$ cat src/rtl/core/ptbl_pkg.sv
// Shared types and constants for the per-client token bucket limiter.
// Used by the controller, the datapath and the top level. No dependencies.
`timescale 1ns / 1ps

package ptbl_pkg;

  // Q16.16 token arithmetic
  localparam logic [31:0] ONE_TOKEN    = 32'h0001_0000;
  localparam logic [23:0] RATE_DEFAULT = 24'h01_0000;
  localparam logic [15:0] BURST_DEFAULT = 16'd1;

  localparam int unsigned IN_W  = 64;  // client_address, current_time
  localparam int unsigned OUT_W = 24;  // allowed, new_client, table_full, tokens_left

  // Register map (word index)
  localparam logic REG_REFILL = 1'b0;
  localparam logic REG_BURST  = 1'b1;

  typedef struct packed {
    logic [31:0] address;
    logic [31:0] tokens;
    logic [31:0] last_time;
  } entry_t;

  typedef struct packed {
    logic load;        // latch request
    logic scan_start;  // read entry 0
    logic scan_step;   // advance scan index
    logic take_hit;    // latch matching entry
    logic mul;         // elapsed * rate
    logic add;         // refill, take token, form result
    logic fin;         // write back entry
    logic out_load;    // move result to output register
  } ptbl_cmd_t;

  typedef struct packed {
    logic fill_zero;
    logic match;
    logic scan_last;
    logic out_free;
  } ptbl_status_t;

endpackage

$ cat src/rtl/core/ptbl_ram.sv
// Generic single-write, single-read RAM with registered read data.
// No dependencies.
`timescale 1ns / 1ps

module ptbl_ram #(
  parameter int unsigned WIDTH = 96,
  parameter int unsigned DEPTH = 16
) (
  input  logic                                       clk_i,
  input  logic                                       we_i,
  input  logic [((DEPTH > 1) ? $clog2(DEPTH) : 1)-1:0] waddr_i,
  input  logic [WIDTH-1:0]                           wdata_i,
  input  logic [((DEPTH > 1) ? $clog2(DEPTH) : 1)-1:0] raddr_i,
  output logic [WIDTH-1:0]                           rdata_o
);

  logic [WIDTH-1:0] mem_q [DEPTH];
  logic [WIDTH-1:0] rdata_q;

  always_ff @(posedge clk_i) begin
    if (we_i) begin
      mem_q[waddr_i] <= wdata_i;
    end
    rdata_q <= mem_q[raddr_i];
  end

  assign rdata_o = rdata_q;

endmodule

$ cat src/rtl/core/ptbl_ctrl.sv
// Sequencing state machine: handshake, table scan, refill and write back.
// Depends on ptbl_pkg.
`timescale 1ns / 1ps

module ptbl_ctrl (
  input  logic                   clk_i,
  input  logic                   rst_ni,
  input  logic                   in_valid_i,
  output logic                   in_ready_o,
  input  ptbl_pkg::ptbl_status_t status_i,
  output ptbl_pkg::ptbl_cmd_t    cmd_o
);
  import ptbl_pkg::*;

  typedef enum logic [5:0] {
    S_IDLE = 6'b000001,
    S_READ = 6'b000010,
    S_SCAN = 6'b000100,
    S_MUL  = 6'b001000,
    S_ADD  = 6'b010000,
    S_FIN  = 6'b100000
  } state_e;

  state_e state_q, state_d;

  always_comb begin
    state_d    = state_q;
    cmd_o      = '0;
    in_ready_o = 1'b0;
    unique case (state_q)
      S_IDLE: begin
        in_ready_o = 1'b1;
        if (in_valid_i) begin
          cmd_o.load = 1'b1;
          // empty table: straight to allocation
          state_d = status_i.fill_zero ? S_ADD : S_READ;
        end
      end
      S_READ: begin
        cmd_o.scan_start = 1'b1;
        state_d = S_SCAN;
      end
      S_SCAN: begin
        if (status_i.match) begin
          cmd_o.take_hit = 1'b1;
          state_d = S_MUL;
        end else if (status_i.scan_last) begin
          state_d = S_ADD;
        end else begin
          cmd_o.scan_step = 1'b1;
        end
      end
      S_MUL: begin
        cmd_o.mul = 1'b1;
        state_d = S_ADD;
      end
      S_ADD: begin
        cmd_o.add = 1'b1;
        state_d = S_FIN;
      end
      S_FIN: begin
        cmd_o.fin = 1'b1;
        if (status_i.out_free) begin
          cmd_o.out_load = 1'b1;
          state_d = S_IDLE;
        end
      end
      default: begin
        state_d = S_IDLE;
      end
    endcase
  end

  always_ff @(posedge clk_i or negedge rst_ni) begin
    if (!rst_ni) begin
      state_q <= S_IDLE;
    end else begin
      state_q <= state_d;
    end
  end

endmodule

$ cat src/rtl/core/ptbl_datapath.sv
// Bucket table, scan compare, refill multiply/add and result register.
// Depends on ptbl_pkg and ptbl_ram.
`timescale 1ns / 1ps

module ptbl_datapath #(
  parameter int unsigned CLIENT_ENTRIES = 16
) (
  input  logic                       clk_i,
  input  logic                       rst_ni,
  input  logic [ptbl_pkg::IN_W-1:0]  in_data_i,
  input  logic [23:0]                rate_i,
  input  logic [15:0]                burst_i,
  input  ptbl_pkg::ptbl_cmd_t        cmd_i,
  output ptbl_pkg::ptbl_status_t     status_o,
  output logic                       out_valid_o,
  input  logic                       out_ready_i,
  output logic [ptbl_pkg::OUT_W-1:0] out_data_o
);
  import ptbl_pkg::*;

  localparam int unsigned IDX_W  = (CLIENT_ENTRIES > 1) ? $clog2(CLIENT_ENTRIES) : 1;
  localparam int unsigned FILL_W = $clog2(CLIENT_ENTRIES + 1);
  localparam logic [FILL_W-1:0] FILL_MAX = FILL_W'(CLIENT_ENTRIES);
  localparam logic [IDX_W-1:0]  IDX_LAST = IDX_W'(CLIENT_ENTRIES - 1);
  localparam int unsigned PROD_W = 56;
  localparam int unsigned SUM_W  = PROD_W + 1;

  // request
  logic [31:0] key_q, now_q;
  // scan and allocation
  logic [IDX_W-1:0]  idx_q, slot_q;
  logic [FILL_W-1:0] fill_q;
  logic              hit_q;
  // bucket arithmetic
  logic [31:0]       tok_q, last_q;
  logic [PROD_W-1:0] prod_q;
  logic              nz_q;
  // result
  logic        allowed_q, fresh_q, full_q;
  logic [31:0] left_q;
  logic              out_valid_q;
  logic [OUT_W-1:0]  out_data_q;

  entry_t            rd_entry, wr_entry;
  logic [IDX_W-1:0]  raddr;
  logic              we;

  logic [23:0]       rate_eff;
  logic [31:0]       cap;
  logic [31:0]       elapsed;
  logic [PROD_W-1:0] prod_d;
  logic [SUM_W-1:0]  sum;
  logic [31:0]       refill_tok;

  assign rate_eff = (rate_i == 24'd0) ? RATE_DEFAULT : rate_i;
  assign cap      = {((burst_i == 16'd0) ? BURST_DEFAULT : burst_i), 16'h0000};

  // read one entry ahead of the compare
  assign raddr = cmd_i.scan_start ? '0 :
                 ((idx_q == IDX_LAST) ? idx_q : idx_q + IDX_W'(1));

  assign we       = cmd_i.fin && (hit_q || fresh_q);
  assign wr_entry = '{address: key_q, tokens: left_q, last_time: now_q};

  ptbl_ram #(
    .WIDTH ($bits(entry_t)),
    .DEPTH (CLIENT_ENTRIES)
  ) u_table (
    .clk_i   (clk_i),
    .we_i    (we),
    .waddr_i (slot_q),
    .wdata_i (wr_entry),
    .raddr_i (raddr),
    .rdata_o (rd_entry)
  );

  assign elapsed = now_q - last_q;
  assign prod_d  = PROD_W'(elapsed) * PROD_W'(rate_eff);
  assign sum     = SUM_W'(tok_q) + SUM_W'(prod_q);
  assign refill_tok = !nz_q ? tok_q :
                      ((sum > SUM_W'(cap)) ? cap : sum[31:0]);

  assign status_o.fill_zero = (fill_q == '0);
  assign status_o.match     = (rd_entry.address == key_q);
  assign status_o.scan_last = ((FILL_W'(idx_q) + FILL_W'(1)) == fill_q);
  assign status_o.out_free  = !out_valid_q || out_ready_i;

  // payload
  always_ff @(posedge clk_i) begin
    if (cmd_i.load) begin
      key_q <= in_data_i[31:0];
      now_q <= in_data_i[63:32];
    end
    if (cmd_i.take_hit) begin
      slot_q <= idx_q;
      tok_q  <= rd_entry.tokens;
      last_q <= rd_entry.last_time;
    end
    if (cmd_i.mul) begin
      prod_q <= prod_d;
      nz_q   <= (elapsed != 32'd0);
    end
    if (cmd_i.add) begin
      if (hit_q) begin
        allowed_q <= (refill_tok >= ONE_TOKEN);
        left_q    <= (refill_tok >= ONE_TOKEN) ? refill_tok - ONE_TOKEN : refill_tok;
        fresh_q   <= 1'b0;
        full_q    <= 1'b0;
      end else if (fill_q == FILL_MAX) begin
        allowed_q <= 1'b1;
        left_q    <= '0;
        fresh_q   <= 1'b0;
        full_q    <= 1'b1;
      end else begin
        // fresh bucket starts full and gives up one token at once
        allowed_q <= 1'b1;
        left_q    <= cap - ONE_TOKEN;
        fresh_q   <= 1'b1;
        full_q    <= 1'b0;
        slot_q    <= IDX_W'(fill_q);
      end
    end
    if (cmd_i.out_load) begin
      out_data_q <= OUT_W'({left_q[31:16], full_q, fresh_q, allowed_q});
    end
  end

  // control
  always_ff @(posedge clk_i or negedge rst_ni) begin
    if (!rst_ni) begin
      idx_q       <= '0;
      fill_q      <= '0;
      hit_q       <= 1'b0;
      out_valid_q <= 1'b0;
    end else begin
      if (cmd_i.load) begin
        hit_q <= 1'b0;
      end else if (cmd_i.take_hit) begin
        hit_q <= 1'b1;
      end
      if (cmd_i.scan_start) begin
        idx_q <= '0;
      end else if (cmd_i.scan_step) begin
        idx_q <= idx_q + IDX_W'(1);
      end
      if (cmd_i.out_load) begin
        out_valid_q <= 1'b1;
        if (fresh_q) begin
          fill_q <= fill_q + FILL_W'(1);
        end
      end else if (out_ready_i) begin
        out_valid_q <= 1'b0;
      end
    end
  end

  assign out_valid_o = out_valid_q;
  assign out_data_o  = out_data_q;

endmodule

$ cat src/rtl/core/per_client_token_bucket_limiter_core.sv
// Top level of the per-client token bucket limiter: APB registers, stream ports.
// Depends on ptbl_pkg, ptbl_ctrl, ptbl_datapath (and ptbl_ram below it).
//
//   channel   direction  handshake                  payload
//   s_axis    in         tvalid/tready              tdata[31:0] address, [63:32] time
//   m_axis    out        tvalid/tready              tdata[0] allowed, [1] new_client,
//                                                   [2] table_full, [18:3] tokens_left
//   apb       in         psel/penable/pwrite/pready 0x0 refill_per_tick, 0x4 burst_tokens
//
// A request scans the table from entry 0 until it hits or has read all n entries
// held, and skips the scan on an empty table: the entries are read one per cycle
// through the single read port of the table RAM. Reset leaves the table empty;
// no clearing pass.
// A finished result waits in the output register while the next request is
// taken; a request finishing before that result is read stalls in write back.
`timescale 1ns / 1ps

module per_client_token_bucket_limiter_core #(
  parameter int unsigned CLIENT_ENTRIES = 16
) (
  input  logic                       clk_i,
  input  logic                       rst_ni,
  // request stream
  input  logic                       s_axis_tvalid,
  output logic                       s_axis_tready,
  input  logic [ptbl_pkg::IN_W-1:0]  s_axis_tdata,   // client_address, current_time
  // result stream
  output logic                       m_axis_tvalid,
  input  logic                       m_axis_tready,
  output logic [ptbl_pkg::OUT_W-1:0] m_axis_tdata,   // allowed, new_client, table_full,
                                                     // tokens_left, zero pad
  // configuration
  input  logic                       psel,
  input  logic                       penable,
  input  logic                       pwrite,
  input  logic [2:0]                 paddr,
  input  logic [31:0]                pwdata,
  output logic [31:0]                prdata,
  output logic                       pready
);
  import ptbl_pkg::*;

  logic [23:0]  refill_q;
  logic [15:0]  burst_q;
  logic         cfg_wr;
  ptbl_cmd_t    dp_cmd;
  ptbl_status_t dp_status;

  assign pready = 1'b1;
  assign cfg_wr = psel && penable && pwrite && pready;

  always_ff @(posedge clk_i or negedge rst_ni) begin
    if (!rst_ni) begin
      refill_q <= RATE_DEFAULT;
      burst_q  <= BURST_DEFAULT;
    end else if (cfg_wr) begin
      if (paddr[2] == REG_REFILL) begin
        refill_q <= pwdata[23:0];
      end else begin
        burst_q <= pwdata[15:0];
      end
    end
  end

  assign prdata = (paddr[2] == REG_BURST) ? {16'h0000, burst_q} : {8'h00, refill_q};

  ptbl_ctrl u_ctrl (
    .clk_i      (clk_i),
    .rst_ni     (rst_ni),
    .in_valid_i (s_axis_tvalid),
    .in_ready_o (s_axis_tready),
    .status_i   (dp_status),
    .cmd_o      (dp_cmd)
  );

  ptbl_datapath #(
    .CLIENT_ENTRIES (CLIENT_ENTRIES)
  ) u_datapath (
    .clk_i       (clk_i),
    .rst_ni      (rst_ni),
    .in_data_i   (s_axis_tdata),
    .rate_i      (refill_q),
    .burst_i     (burst_q),
    .cmd_i       (dp_cmd),
    .status_o    (dp_status),
    .out_valid_o (m_axis_tvalid),
    .out_ready_i (m_axis_tready),
    .out_data_o  (m_axis_tdata)
  );

  // one request in flight at a time
  a_one_in_flight: assert property (@(posedge clk_i) disable iff (!rst_ni)
    s_axis_tvalid && s_axis_tready |=> !s_axis_tready)
    else $error("request accepted while another is in flight");

  // result is only loaded when the output register can take it
  a_out_load_free: assert property (@(posedge clk_i) disable iff (!rst_ni)
    dp_cmd.out_load |-> dp_status.out_free)
    else $error("result overwrote a pending result");

  // untracked client passes with no tokens and no new bucket
  a_full_result: assert property (@(posedge clk_i) disable iff (!rst_ni)
    m_axis_tvalid && m_axis_tdata[2] |->
      m_axis_tdata[0] && !m_axis_tdata[1] && (m_axis_tdata[18:3] == 16'd0))
    else $error("inconsistent table full result");

  // a fresh bucket always grants the request
  a_new_allowed: assert property (@(posedge clk_i) disable iff (!rst_ni)
    m_axis_tvalid && m_axis_tdata[1] |-> m_axis_tdata[0] && !m_axis_tdata[2])
    else $error("new client not allowed");

endmodule
$ cat config.mk
export PLATFORM = sky130hd
export DESIGN_NAME = per_client_token_bucket_limiter_core
export DESIGN_NICKNAME = d
export VERILOG_FILES = /design/src/rtl/core/ptbl_pkg.sv /design/src/rtl/core/ptbl_ram.sv /design/src/rtl/core/ptbl_ctrl.sv /design/src/rtl/core/ptbl_datapath.sv /design/src/rtl/core/per_client_token_bucket_limiter_core.sv
export SDC_FILE = /design/constraint.sdc
export NUM_CORES = 2
export LEC_CHECK = 0
export BUFFER_PORTS_ARGS = -buffer_cell sky130_fd_sc_hd__buf_2
export CAP_MARGIN = 25
export CORE_MARGIN = 2
export CORE_UTILIZATION = 45
export DETAILED_ROUTE_END_ITERATION = 16
export GPL_TIMING_DRIVEN = 0
export PLACE_DENSITY = 0.6
export REMOVE_ABC_BUFFERS = 1
export SYNTH_ARGS = -nofsm -noshare
export SYNTH_HDL_FRONTEND = slang
export SYNTH_SLANG_ARGS = --single-unit
$ cat constraint.sdc
create_clock -name clk_i -period 21.2 [get_ports clk_i]
set_input_delay 1.06 -clock clk_i [delete_from_list [all_inputs] [get_ports clk_i]]
set_output_delay 1.06 -clock clk_i [all_outputs]
set_load 0.01 [all_outputs]
==> out/results.ini <==
[logic_synthesis]
ys_ff_latch = 1932
synth_area_leaders = edfxtp_1 51%, fa_1 13%, and2_1 4.6%, nand2_1 4.5%, a211oi_1 3.6%
ys.flop_type = edfxtp_1
netlist_area_um2 = 104100
async_flop_share_pct = 2.950
ys_types = 97
synth_edf_count = 1775
synth_area_per_cell_um2 = 12.16
synth_top_area_share_pct = 51.23
synth_seq_area_share_pct = 54.52
yosysWarnings = 0
synthCells = 8558
synth_top_cell_by_area = edfxtp_1

[floorplan]
die_w_um = 484.9
die-height_um = 484.9
dieArea_um2 = 235100
rows = 176
initial_core_util_pct = 45.26
pin_count = 165
core_area_um2 = 229900

[global_route]
grt_use_total_pct = 22.95
antenna_found_initial = 10
grt_pass1_wl_um = 414900
grt_pass1_vias = 67528
gr-total-overflow = 0
grt_max_degree = 85

[cts]
hold_buffers = 0
clock_latency_ns = 0.86
cts_setup_buffers = 0
cts_sinks = 1932
h-tree-depth = 4
cts_made_buffers = 199
cts_resized = 0
cts_root_buf = clkbuf_16
cts_tree = yes
clockBufferDepth = 3
clk_pin_slew_ns = 0.06

[timing]
max_freq_mhz = 76.31
skew_ns = 0.1096
relSlewSlack_pct = 29.01
fin_crit_ns = 13.10
final_hold_viol_count = 0
slew_violations = 0
setup_viol = 0
period_share_pct = 61.81
worst_pin_slew_ns = 1.065
rsz0062_at_grt = no

[final_layout]
final_util_pct = 51.60
register_area_um2 = 56750
layout_commonest_cell = edfxtp_1
layout_common_cells = 1775 x edfxtp_1, 1243 x nand2_1, 839 x inv_1
design_area_um2 = 118600
multiInputGateArea_um2 = 42590
layout-drive-gt1-share_pct = 9.748
nNetsFinal = 9679
fillerInstances = 19595
area_growth_pct = 14.02

[placement]
place_area_um2 = 112000
gp_congestion = 0.9082
portBuffers = 140
dp_hpwl_um = 184300

[outcome]
outcome = completed

[drt]
drcViolationCount = 0
routed_wl_um = 270500
vias = 66682
viasPerCell = 5.626
wl_per_cell_um = 22.82
antenna_left = 0
drt_iter0_markers = 5717
firstDrtPassIters = 6

[setup_path]
critPathMaxStageDelay_ns = 0.83
crit_fanout = 17
cp-end-kind = flip-flop
critical_path_class = reg -> reg
path_delay_family = compound AO/OA/AOI/OAI gates
startpoint_type = flip-flop
cp_common_cell = fa_1
arrival_ns = 13.64
cp_num_buf_inv = 5
slowest_stage = o41ai_1
critPathRequiredTime_ns = 21.73

[hold_path]
holdCritPathClass = in -> async

[job]
max_cap_violations = 0

## flip-flops by register name (all words and copies together) (netlist names), 5 cells and up
register and count:
u_datapath.last_q 32, burst_q 16, u_datapath.key_q 32, u_datapath.u_table.mem_q 1536, u_datapath.prod_q 56, u_datapath.now_q 32, u_datapath.tok_q 32, u_datapath.left_q 32
u_ctrl.state_q 6, u_datapath.u_table.rdata_o 96, u_datapath.out_data_o 19, refill_q 24, u_datapath.fill_q 5
## path summary, 6_finish.rpt
path	start	slack (ns)	cells after the start	end
worst max-delay path	u_datapath.now_q[2]	8.10	42	u_datapath.prod_q[54]
max in group asynchronous	rst_ni	20.22	1	refill_q[20]
worst max register to register	u_datapath.now_q[2]	8.10	42	u_datapath.prod_q[54]
worst min-delay path	rst_ni	0.36	1	refill_q[0]
worst min register to register	u_datapath.u_table.rdata_o[21]	0.36	0	u_datapath.last_q[21]
min in group clk_i	u_datapath.u_table.rdata_o[21]	0.36	0	u_datapath.last_q[21]
## final cells by class
| type | count | share of cell area [%] |
|---|---|---|
| sequential | 1932 | 47.83 |
| multi-input combinational | 5266 | 35.90 |
| clock buffer | 297 | 4.798 |
| timing repair buffer | 403 | 4.782 |
| tap | 3026 | 3.191 |
| inverter | 844 | 2.673 |
| clock inverter | 80 | 0.8174 |
| antenna | 4 | 0.008437 |
## worst register-to-register path, delay by kind of cell, from the launching register on
| family | cells | cell delay [ns] |
|---|---|---|
| flip-flops | 1 | 0.71 |
| AO/OA/AOI/OAI | 16 | 4.85 |
| XOR/XNOR | 2 | 0.42 |
| adder cells (fa/ha/maj) | 9 | 4.31 |
| AND/OR/NAND/NOR | 10 | 2.03 |
| buffers and inverters | 5 | 0.46 |
## cells by family (layout without fill, tap and decap cells)
group / after synthesis / after routing / share of synthesized area [%]
buffers and inverters: 1372 / 1624 / 5.049
other: 2 / 18 / 0.007218
DFF: 1932 / 1932 / 54.52
adders and majority gates: 927 / 927 / 15.91
muxes: 82 / 82 / 0.8670
AOI/OAI and AO/OA: 1511 / 1511 / 10.11
and+or+nand+nor: 2560 / 2560 / 12.09
xor gates and xnor gates: 172 / 172 / 1.448
## routing by layer
layer	part of all wire [%]	GRT usage [%]	up-vias
met5	0.010	0	-
met4	2.7	6.535	4
met3	5.4	2.687	412
met2	47	36.88	1961
met1	45	32.97	34141
li1	-	-	30164
## Yosys cell counts, types with 128 or more instances
library cell,number
a31oi_1,201
fa_1,660
a311oi_1,195
xnor2_1,128
clkbuf_1,487
ha_1,267
nand2_1,1243
and2_1,759
edfxtp_1,1775
a21oi_1,324
a211oi_1,497
nor2_1,148
inv_1,842
## metrics by stage
stage          TNS [ns]  std cells  setup slack (ns)  hold WS (ns)
2_1_floorplan   -557.26       8042            -5.805        0.3855
3_3_place_gp   -2325.07      11208            -24.81        0.3856
3_5_place_dp          0      11471             8.137        0.3887
4_1_cts               0      11848             8.052        0.3023
5_1_grt               0      11849             7.462        0.3249
6_report              0      11852             8.096        0.3551
Power is left out: the tool's default activity adds up to more than one toggle a clock period on the data nets, which glitch-free logic cannot reach.
